[src/rtl/djs_pkg.sv]
package djs_pkg;

  localparam int MAX_JOBS    = 64;
  localparam int MAX_SLOTS   = 64;
  localparam int PROFIT_BITS = 16;

  localparam int IDX_W      = $clog2(MAX_JOBS);
  localparam int CNT_W      = $clog2(MAX_JOBS + 1);
  localparam int SLOT_IDX_W = $clog2(MAX_SLOTS);
  localparam int DL_W       = $clog2(MAX_SLOTS + 1);

  localparam int IN_PROFIT_W = 16;
  localparam int IN_DL_W     = 8;
  localparam int TOTAL_W     = 22;
  localparam int PLACED_W    = 7;

  // Batch descriptor handed from front to back
  typedef struct packed {
    logic [CNT_W-1:0] count;
    logic             clip;
    logic             ovf;
  } desc_t;

  // Store read port
  typedef struct packed {
    logic             en;
    logic [IDX_W-1:0] addr;
  } rd_req_t;

  typedef struct packed {
    logic [PROFIT_BITS-1:0] profit;
    logic [DL_W-1:0]        deadline;
  } job_t;

endpackage

[src/rtl/djs_queue.sv]
module djs_queue (
  input  logic           clk,
  input  logic           rst_n,
  input  logic           wr_en,
  input  djs_pkg::desc_t wr_data,
  output logic           q_full,
  input  logic           rd_en,
  output djs_pkg::desc_t rd_data,
  output logic           q_empty
);

  djs_pkg::desc_t entry_r [2];
  logic       wp_r, rp_r;
  logic [1:0] cnt_r;

  assign q_full  = (cnt_r == 2'd2);
  assign q_empty = (cnt_r == 2'd0);
  assign rd_data = entry_r[rp_r];

  // Two-entry descriptor FIFO
  always_ff @(posedge clk) begin
    if (!rst_n) begin
      wp_r  <= 1'b0;
      rp_r  <= 1'b0;
      cnt_r <= 2'd0;
    end else begin
      if (wr_en && !q_full) begin
        entry_r[wp_r] <= wr_data;
        wp_r          <= ~wp_r;
      end
      if (rd_en && !q_empty) rp_r <= ~rp_r;
      case ({wr_en && !q_full, rd_en && !q_empty})
        2'b10:   cnt_r <= cnt_r + 2'd1;
        2'b01:   cnt_r <= cnt_r - 2'd1;
        default: cnt_r <= cnt_r;
      endcase
    end
  end

endmodule

[src/rtl/djs_front.sv]
module djs_front (
  input  logic                          clk,
  input  logic                          rst_n,
  input  logic                          push,
  output logic                          full,
  input  logic [djs_pkg::IN_PROFIT_W-1:0] in_job_profit,
  input  logic [djs_pkg::IN_DL_W-1:0]     in_job_deadline,
  input  logic                          in_last_job,
  output logic                          q_wr,
  output djs_pkg::desc_t                q_wdata,
  input  logic                          q_full,
  input  logic                          release_i,
  input  djs_pkg::rd_req_t              rd_req,
  output djs_pkg::job_t                 rd_data
);

  djs_pkg::job_t mem [djs_pkg::MAX_JOBS];

  logic                     busy_r;
  logic [djs_pkg::CNT_W-1:0] count_r;
  logic                     clip_r, ovf_r;
  logic                     acc, clip_now, room;
  logic [djs_pkg::DL_W-1:0] dl_clip;

  assign full     = busy_r | q_full;
  assign acc      = push & ~full;
  assign clip_now = (in_job_deadline > djs_pkg::IN_DL_W'(djs_pkg::MAX_SLOTS));
  assign dl_clip  = clip_now ? djs_pkg::DL_W'(djs_pkg::MAX_SLOTS)
                             : djs_pkg::DL_W'(in_job_deadline);
  assign room     = (count_r < djs_pkg::CNT_W'(djs_pkg::MAX_JOBS));

  // Descriptor for the closing transfer of a batch
  assign q_wr          = acc & in_last_job;
  assign q_wdata.count = count_r + djs_pkg::CNT_W'(room);
  assign q_wdata.clip  = clip_r | clip_now;
  assign q_wdata.ovf   = ovf_r | ~room;

  // Job store: written on transfer, read by the back end
  always_ff @(posedge clk) begin
    if (acc && room) begin
      mem[count_r[djs_pkg::IDX_W-1:0]].profit   <= in_job_profit[djs_pkg::PROFIT_BITS-1:0];
      mem[count_r[djs_pkg::IDX_W-1:0]].deadline <= dl_clip;
    end
    if (rd_req.en) rd_data <= mem[rd_req.addr];
  end

  // Batch collection
  always_ff @(posedge clk) begin
    if (!rst_n) begin
      busy_r  <= 1'b0;
      count_r <= '0;
      clip_r  <= 1'b0;
      ovf_r   <= 1'b0;
    end else begin
      if (release_i) busy_r <= 1'b0;
      if (acc) begin
        if (in_last_job) begin
          busy_r  <= 1'b1;
          count_r <= '0;
          clip_r  <= 1'b0;
          ovf_r   <= 1'b0;
        end else begin
          count_r <= count_r + djs_pkg::CNT_W'(room);
          clip_r  <= clip_r | clip_now;
          ovf_r   <= ovf_r | ~room;
        end
      end
    end
  end

endmodule

[src/rtl/djs_back.sv]
module djs_back (
  input  logic                          clk,
  input  logic                          rst_n,
  input  logic                          q_empty,
  input  djs_pkg::desc_t                q_rdata,
  output logic                          q_rd,
  output logic                          release_o,
  output djs_pkg::rd_req_t              rd_req,
  input  djs_pkg::job_t                 rd_data,
  output logic                          empty,
  input  logic                          pop,
  output logic [djs_pkg::TOTAL_W-1:0]   out_total_profit,
  output logic [djs_pkg::PLACED_W-1:0]  out_jobs_placed,
  output logic                          out_deadline_clipped,
  output logic                          out_job_overflow
);

  typedef enum logic [1:0] {S_IDLE, S_SCAN, S_SEARCH, S_DONE} state_t;

  state_t                          state_r;
  logic [djs_pkg::CNT_W-1:0]       cnt_r, scan_r;
  logic                            pend_r, have_r;
  logic [djs_pkg::IDX_W-1:0]       pend_idx_r, best_idx_r;
  logic [djs_pkg::PROFIT_BITS-1:0] best_prof_r;
  logic [djs_pkg::DL_W-1:0]        best_dl_r, slot_r, slot_m1;
  logic [djs_pkg::MAX_JOBS-1:0]    used_r;
  logic [djs_pkg::MAX_SLOTS-1:0]   map_r;
  logic [djs_pkg::TOTAL_W-1:0]     sum_r;
  logic [djs_pkg::PLACED_W-1:0]    placed_r;
  logic                            clip_r, ovf_r, out_vld_r, release_r;
  logic                            issue, better, done_go;

  assign issue   = (state_r == S_SCAN) && (scan_r < cnt_r);
  assign rd_req.en   = issue;
  assign rd_req.addr = scan_r[djs_pkg::IDX_W-1:0];
  assign better  = pend_r && !used_r[pend_idx_r] && (!have_r || rd_data.profit > best_prof_r);
  assign slot_m1 = slot_r - djs_pkg::DL_W'(1);
  assign q_rd    = (state_r == S_IDLE) && !q_empty;
  assign empty   = ~out_vld_r;
  assign release_o = release_r;
  // Result register free, or emptied by this transfer
  assign done_go = (state_r == S_DONE) && (!out_vld_r || pop);

  // Selection scan, slot walk and result register
  always_ff @(posedge clk) begin
    if (!rst_n) begin
      state_r   <= S_IDLE;
      out_vld_r <= 1'b0;
      release_r <= 1'b0;
      pend_r    <= 1'b0;
      have_r    <= 1'b0;
    end else begin
      release_r <= done_go;
      if (done_go) out_vld_r <= 1'b1;
      else if (pop && out_vld_r) out_vld_r <= 1'b0;
      case (state_r)
        S_IDLE: begin
          if (!q_empty) begin
            cnt_r    <= q_rdata.count;
            clip_r   <= q_rdata.clip;
            ovf_r    <= q_rdata.ovf;
            used_r   <= '0;
            map_r    <= '0;
            sum_r    <= '0;
            placed_r <= '0;
            scan_r   <= '0;
            pend_r   <= 1'b0;
            have_r   <= 1'b0;
            state_r  <= S_SCAN;
          end
        end
        S_SCAN: begin
          pend_r     <= issue;
          pend_idx_r <= scan_r[djs_pkg::IDX_W-1:0];
          if (issue) scan_r <= scan_r + djs_pkg::CNT_W'(1);
          if (better) begin
            have_r      <= 1'b1;
            best_idx_r  <= pend_idx_r;
            best_prof_r <= rd_data.profit;
            best_dl_r   <= rd_data.deadline;
          end
          if (!issue && !pend_r) begin
            if (have_r) begin
              used_r[best_idx_r] <= 1'b1;
              slot_r             <= best_dl_r;
              state_r            <= S_SEARCH;
            end else begin
              state_r <= S_DONE;
            end
          end
        end
        S_SEARCH: begin
          if (slot_r == '0 || !map_r[slot_m1[djs_pkg::SLOT_IDX_W-1:0]]) begin
            if (slot_r != '0) begin
              map_r[slot_m1[djs_pkg::SLOT_IDX_W-1:0]] <= 1'b1;
              sum_r    <= sum_r + djs_pkg::TOTAL_W'(best_prof_r);
              placed_r <= placed_r + djs_pkg::PLACED_W'(1);
            end
            scan_r  <= '0;
            pend_r  <= 1'b0;
            have_r  <= 1'b0;
            state_r <= S_SCAN;
          end else begin
            slot_r <= slot_m1;
          end
        end
        S_DONE: begin
          if (done_go) begin
            out_total_profit     <= sum_r;
            out_jobs_placed      <= placed_r;
            out_deadline_clipped <= clip_r;
            out_job_overflow     <= ovf_r;
            state_r              <= S_IDLE;
          end
        end
        default: state_r <= S_IDLE;
      endcase
    end
  end

endmodule

[src/rtl/deadline_job_sequencer.sv]
// Greedy job sequencer with deadlines.
// Input queue: present a job on in_job_profit / in_job_deadline / in_last_job
// and raise push; the transfer happens on a clock edge with push high and full
// low. Jobs are stored (up to 64); the job with in_last_job set closes the
// batch. Result queue: while empty is low the batch result is on the out_
// ports; it is taken on an edge with pop high.
// Jobs load one per cycle while full is low. Scheduling then runs n + 1
// selection rounds: a scan of the job store, one read a cycle, each but
// the last followed by a backward walk of the slot map, one slot a cycle.
// The batch result then moves into the result register once that is free.
// full stays high from the closing transfer until the batch result has moved
// into the result register; the next batch may load while that result still
// waits to be popped. If the receiver stalls, the following batch result
// waits in the back end and full stays high.
// Reset (synchronous, rst_n low) clears the batch state and both queues.
module deadline_job_sequencer (
  input  logic        clk,
  input  logic        rst_n,
  input  logic        push,
  output logic        full,
  input  logic [15:0] in_job_profit,
  input  logic [7:0]  in_job_deadline,
  input  logic        in_last_job,
  output logic        empty,
  input  logic        pop,
  output logic [21:0] out_total_profit,
  output logic [6:0]  out_jobs_placed,
  output logic        out_deadline_clipped,
  output logic        out_job_overflow
);

  logic             q_wr, q_full, q_rd, q_empty, rel;
  djs_pkg::desc_t   q_wdata, q_rdata;
  djs_pkg::rd_req_t rd_req;
  djs_pkg::job_t    rd_data;

  djs_front u_front (
    .clk, .rst_n, .push, .full, .in_job_profit, .in_job_deadline, .in_last_job,
    .q_wr, .q_wdata, .q_full, .release_i(rel), .rd_req, .rd_data
  );

  djs_queue u_queue (
    .clk, .rst_n, .wr_en(q_wr), .wr_data(q_wdata), .q_full,
    .rd_en(q_rd), .rd_data(q_rdata), .q_empty
  );

  djs_back u_back (
    .clk, .rst_n, .q_empty, .q_rdata, .q_rd, .release_o(rel), .rd_req, .rd_data,
    .empty, .pop, .out_total_profit, .out_jobs_placed, .out_deadline_clipped,
    .out_job_overflow
  );

endmodule

[config.mk]
export PLATFORM = sky130hd
export DESIGN_NAME = deadline_job_sequencer
export DESIGN_NICKNAME = d
export VERILOG_FILES = /design/src/rtl/djs_pkg.sv /design/src/rtl/djs_queue.sv /design/src/rtl/djs_front.sv /design/src/rtl/djs_back.sv /design/src/rtl/deadline_job_sequencer.sv
export SDC_FILE = /design/constraint.sdc
export NUM_CORES = 2
export LEC_CHECK = 0
export BUFFER_PORTS_ARGS = -buffer_cell sky130_fd_sc_hd__buf_2
export CORE_UTILIZATION = 43
export CTS_BUF_LIST = sky130_fd_sc_hd__clkbuf_8
export DETAILED_ROUTE_END_ITERATION = 16
export GPL_ROUTABILITY_DRIVEN = 0
export SYNTH_ARGS = -nofsm -noshare
export SYNTH_HDL_FRONTEND = slang
export SYNTH_SLANG_ARGS = --single-unit
[constraint.sdc]
create_clock -name clk -period 17.1 [get_ports clk]
set_input_delay 1.71 -clock clk [delete_from_list [all_inputs] [get_ports clk]]
set_output_delay 1.71 -clock clk [all_outputs]
set_load 0.01 [all_outputs]
### Word-level counts from Yosys, hierarchy flattened

Memories as Yosys holds them, arrays and structs flattened. A register that Yosys moved wholly into a read port is not among the register bits.
Cells that the tools add are included.

| word-level totals | value |
|---|---|
| register bits after elaboration | 257 |
| bits in writable memories | 1,490 |
| input port bits | 29 |
| output and inout port bits | 33 |
| memories kept | 2 |

Memory list:

| memory | words | bits a word | read ports | clocked after Yosys merged registers in | wr ports | line | text |
|---|---|---|---|---|---|---|---|
| u_front.mem | 64 | 23 | 1 | 1 | 1 | djs_front.sv:17 | `djs_pkg::job_t mem [djs_pkg::MAX_JOBS];` |
| u_queue.entry_r | 2 | 9 | 1 | 1 | 1 | djs_queue.sv:12 | `djs_pkg::desc_t entry_r [2];` |

| cells by class | value |
|---|---|
| add/sub/neg operators | 7 |
| order comparisons | 9 |
| eq/ne operators | 15 |
| multiplexer cells | 56 |
| bitwise logic cells | 13 |
| reduce and logical (&&, ||, !) cells | 44 |

Operator list:

| cell | number |
|---|---|
| two-way mux 64 bit | 5 |
| case mux 64 bit (2 select lines) | 2 |
| bitwise OR 64 bit | 2 |
| two-way mux 7 bit | 10 |
| two-way mux 22 bit | 3 |
| case mux 22 bit (2 select lines) | 1 |
| case mux 7 bit (2 select lines) | 2 |
| adder 22 x 16 -> 22 bit | 1 |
| less-than comparator 6 x 7 -> 1 bit (second input constant) | 3 |
| case mux 7 bit (3 select lines) | 1 |
| two-way mux 1 bit | 20 |
| AND reduction 5 bit | 4 |
| greater-than comparator 16 bit | 1 |
| adder 7 x 1 -> 7 bit (second input constant) | 2 |
| binary-select mux 1 bit (select 6 bit) | 2 |
| demux 1 bit (select 6 bit) | 2 |
| greater-or-equal comparator 6 x 1 -> 1 bit (second input constant) | 2 |
| logical AND 1 bit | 12 |
| != test 2 x 1 -> 1 bit (second input constant) | 6 |
| AND reduction 3 bit | 4 |
| nonzero test 2 bit | 5 |
| equality test 2 bit (second input constant) | 4 |
| greater-than comparator 8 x 7 -> 1 bit (second input constant) | 1 |
| logical NOT 1 bit | 8 |
| 22 further kinds | 41 |

### Longest topological paths before layout

| depth | value |
|---|---|
| depth in word-level cells | 9 |
| gate-level depth with buffers | 11 |
| gate-level depth less buffers | 9 |

### By module

A second synthesis with hierarchy kept.

| unflattened totals | value |
|---|---|
| cell total of the unflattened synthesis | 3,714 |
| area total of the unflattened synthesis | 71,253.3 um^2 |

By module, submodules not included:

| module | times used | cells each | area an instance (um^2) |
|---|---|---|---|
| djs_front | 1 | 2,603 | 57,666.6 |
| djs_back | 1 | 1,056 | 12,712.2 |
| djs_queue | 1 | 55 | 874.6 |

### Worst setup path before layout

OpenSTA, ideal clock, no wires.

| timing path | value |
|---|---|
| path type | register to register |
| start point | reg u_back.slot_r[0] (netlist bit) |
| end point | reg u_back.map_r[0] (netlist bit), enable pin |
| data arrival time | 16.836 ns |
| path slack | -0.775 ns |
| cell stages (with the launch flop) | 12 |
| path buffers | 3 |
| period minus slack after synthesis | 17.875 ns |
| path through | edfxtp_1 > buf_2 > inv_1 > ha_1 > buf_2 > buf_1 > mux4_2 > nor2_1 > o21ai_0 > nand4_1 > nor3_2 > a2111oi_0 |

| between the ends | value |
|---|---|
| word-level cells in the longest chain between the ends | 7 |

RTL lines:

| item | line | text |
|---|---|---|
| from (decl) | djs_back.sv:25 | `logic [djs_pkg::DL_W-1:0] best_dl_r, slot_r, slot_m1;` |
| from (signal assigned) | djs_back.sv:85 | `slot_r <= best_dl_r;` |
| from (signal assigned) | djs_back.sv:104 | `slot_r <= slot_m1;` |
| subtractor 7 x 1 -> 7 bit | djs_back.sv:37 | `assign slot_m1 = slot_r - djs_pkg::DL_W'(1);` |
| binary-select mux 1 bit (select 6 bit) | djs_back.sv:93 | `if (slot_r == '0 \|\| !map_r[slot_m1[djs_pkg::SLOT_IDX_W-1:0]]) begin` |
| two-way mux 1 bit (not written as such) | djs_back.sv:93 |  |
| logical NOT 1 bit | djs_back.sv:93 |  |
| logical OR 1 bit | djs_back.sv:93 |  |
| != test 2 x 1 -> 1 bit (no source line) | n/a |  |
| AND reduction 5 bit (no source line) * | n/a |  |
| to (signal assigned) | djs_back.sv:63 | `map_r <= '0;` |
| to (signal, indexed assignment) | djs_back.sv:95 | `map_r[slot_m1[djs_pkg::SLOT_IDX_W-1:0]] <= 1'b1;` |
| to (decl) | djs_back.sv:27 | `logic [djs_pkg::MAX_SLOTS-1:0] map_r;` |

Mark *: on every way between the ends. The rest lies on a longest branch, timed or not. The select of a mux whose other input is x is not followed.
A chain may end at the register's enable or synchronous reset.

### Worst setup path in the final report

| timing path | value |
|---|---|
| start point | reg u_back.slot_r[0] (netlist bit) |
| end point | reg u_back.map_r[61] (netlist bit), enable pin |

The elaborated chain is that of the path after synthesis.

==> results by group <==
Floorplanning
  – Die Height: 407 um
  – Core Rows: 148
  – IO Pins: 62
  – Die X-Extent: 407 um
  – Die ar.: 165000 sq um
  – Initial Utilization: 0.433
  – Core area: 163000 sq um

Power
  – Pleak: 0.0245 uW
  – Power Dens Cells: 139 nW/um^2
  – Overall power after layout: 10900 uW
  – Max IR drop VDD: 0.101 mV

Routing
  – WL final: 170000 um
  – Pre-Repair DR Iteration Count: 6
  – First DRT Iteration DRCs: 3981
  – Vias: 34400
  – Avg Vias per Cell: 5.74
  – Wire length per cell: 28.3 um
  – Drt drc: 0
  – Post-DRT Antenna Nets: 0

Synth
  – Mux cell area share after synthesis: 0.168
  – Synth Area in XOR/XNOR: 0.00469
  – Sequential-to-total area share from yosys stat: 0.756
  – Post-synth cell types: 73
  – Simple-gate portion of the synthesized area: 0.0308
  – Yosys reg bits: 1779
  – Largest family of logic cells by synthesized area: multiplexers
  – Post-Syn Nets: 3422
  – Mean post-synth cell area: 21.0 sq um
  – Adder-Cell Fraction of Synth Area: 0.00828
  – Main synth FF type: edfxtp_1
  – Ys async rst share: 0
  – Mapped Cells: 3347
  – EDFF count, synth: 1759
  – Synth Area in Compound Gates: 0.0203
  – Synth warn: 0
  – Mapped Area: 70400 sq um

Global routing
  – Remaining Overflow, GRT: 0
  – Pin count of the biggest net entering global routing: 154
  – All-layer global routing usage: 0.208
  – Initial antenna violation count: 16
  – Global-route wire length before repair: 245000 um
  – Vias in the first global route: 35000

Cells and area
  – Fill count: 13400
  – Most common cell after layout, fill and taps aside: edfxtp_1
  – Area grow syn2layout: 12.2%
  – Nets@finish: 3686
  – Final core occ: 0.486
  – Most frequent cells in the layout: edfxtp_1, mux4_2, clkbuf_8
  – Fraction of layout cells with a size suffix above 1: 0.289

Job
  – Max-cap check violation count: 0

CTS
  – Setup repair bufs after CTS: 0
  – CTS tree: yes
  – Clk slew on worst S/H paths: 0.06 ns
  – CTS root buffer: clkbuf_8
  – Resize count post-CTS: 0
  – H-tree depth: 5
  – Cts hold-fix bufs: 0
  – Sink Count: 1779
  – Worst-Skew Late Latency: 0.97 ns
  – Clock buffer depth: 4
  – CTS buffer count: 302

STA
  – Tightest Pin Transition: 1.27 ns
  – Slew HR: 0.152
  – RSZ-0062 raised after global routing: false
  – Final Max Tran Viols: 0
  – Post-layout min period: 5.61 ns
  – Count of final setup violators: 0
  – Clock Skew: 0.0466 ns
  – F_max: 178 MHz
  – Final Hold Fails: 0
  – Setup WS post-layout: 11.49 ns
  – Final period util: 0.328
  – Fin Setup TNS: 0 ns

Placement
  – I/O Buffers: 61
  – Post-DP HPWL: 92800 um
  – Setup WS pre-CTS: 11.46 ns

Setup path
  – Setup CP Type: flip-flop to flip-flop
  – Worst setup SP type: flip-flop
  – Worst Path Max Fanout: 70
  – Worst Path Required: 17.68 ns
  – Crit end category: flip-flop
  – WP data arrival: 6.19 ns

Min path
  – Hold Path Class: flip-flop to flip-flop

Outcome
  – Status: finished, final reports clean
[where the power goes]
group	leakage, uW	internal, uW	switching (uW)
clock network	0.00295	1740	1640
logic	0.00579	1020	1310
registers	0.0157	5060	159
[final timing paths]
kind,start,end,slack [ns],depth (start not counted)
worst max-delay path,u_back.slot_r[0]$_DFFE_PP_,u_back.map_r[61]$_SDFFCE_PN0P_,11.49,12
worst min-delay path,u_back.clip_r$_DFFE_PP_,u_back.out_deadline_clipped$_DFFE_PP_,0.42,0
worst max register to register,u_back.slot_r[0]$_DFFE_PP_,u_back.map_r[61]$_SDFFCE_PN0P_,11.49,12
worst min register to register,u_back.clip_r$_DFFE_PP_,u_back.out_deadline_clipped$_DFFE_PP_,0.42,0
[flip-flops by register name, indices dropped and copies added, names as in the netlist, 16 cells and up]
signal / flops
u_front.rd_data: 23
u_back.map_r: 64
u_back.used_r: 64
u_back.sum_r: 22
u_back.out_total_profit: 22
u_front.mem: 1472
u_back.best_prof_r: 16
u_queue.entry_r: 18
[layer usage]
| layer | GRT usage | wire length, um | vias to the layer above | part of all wire |
|---|---|---|---|---|
| met5 | 0 | 61 | - | 0.00036 |
| met2 | 0.323 | 80600 | 1274 | 0.47 |
| met3 | 0.0409 | 12300 | 290 | 0.072 |
| li1 | - | - | 14500 | - |
| met1 | 0.299 | 73200 | 18300 | 0.43 |
| met4 | 0.0587 | 3550 | 10 | 0.021 |
[cell usage after synthesis (5+ instances only)]
cell type | number | area (sq um)
a211oi_1 | 8 | 60.1
a21o_1 | 6 | 45.0
a21oi_1 | 159 | 796
and2_1 | 20 | 125
and3_1 | 10 | 62.6
buf_1 | 42 | 158
buf_2 | 24 | 120
clkbuf_1 | 108 | 405
dfxtp_1 | 20 | 400
edfxtp_1 | 1759 | 52800
ha_1 | 45 | 563
inv_1 | 44 | 165
mux2_2 | 15 | 169
mux2i_1 | 13 | 130
mux4_2 | 510 | 11500
nand2_1 | 54 | 203
nand2b_1 | 10 | 62.6
nand3_1 | 26 | 130
nand4_1 | 6 | 37.5
nor2_1 | 279 | 1050
nor2b_1 | 6 | 37.5
nor3_1 | 20 | 100
nor3b_1 | 12 | 90.1
nor4_1 | 7 | 43.8
o211ai_1 | 6 | 45.0
o21ai_0 | 19 | 95.1
o21bai_1 | 5 | 37.5
o22ai_1 | 5 | 31.3
xnor2_1 | 20 | 175
xor2_1 | 14 | 123
[worst max-delay path, stage by stage, from the launching register on]
cell and delay, ns:
edfxtp_1 0.82, inv_1 0.30, ha_1 0.47, xnor2_2 0.64, buf_4 0.35, mux2_2 0.36
o22ai_1 0.16, o21ai_0 0.12, nand4_1 0.21, nor3_2 0.12, a2111oi_2 0.44, buf_4 0.39
buf_4 0.76
[area by class of cell]
cell class | instances | area [sq um] | share of cell area
Sequential cell | 1779 | 53200 | 0.674
Multi-Input combinational cell | 1346 | 16800 | 0.212
Clock buffer | 313 | 4310 | 0.0545
Tap cell | 2175 | 2720 | 0.0345
Timing Repair Buffer | 136 | 918 | 0.0116
Clock inverter | 187 | 858 | 0.0109
Inverter | 46 | 173 | 0.00219
Antenna cell | 7 | 17.5 | 0.000222
[cells by family after synthesis]
group	count (synthesis)
compound gates	246
simple gates	479
xor+xnor	36
buf+inv	222
flops	1779
mux	539
fa+ha+maj	46
[metrics by stage]
step	hold slack (ns)	area (sq um)	cells
after global placement	0.404	73800	5482
after floorplan	0.400	70400	3347
final	0.423	79000	5989
after CTS	0.426	79000	5982
after detailed placement	0.405	73800	5482
after global routing	0.431	79000	5985
Power figures use the tool's default switching activity.
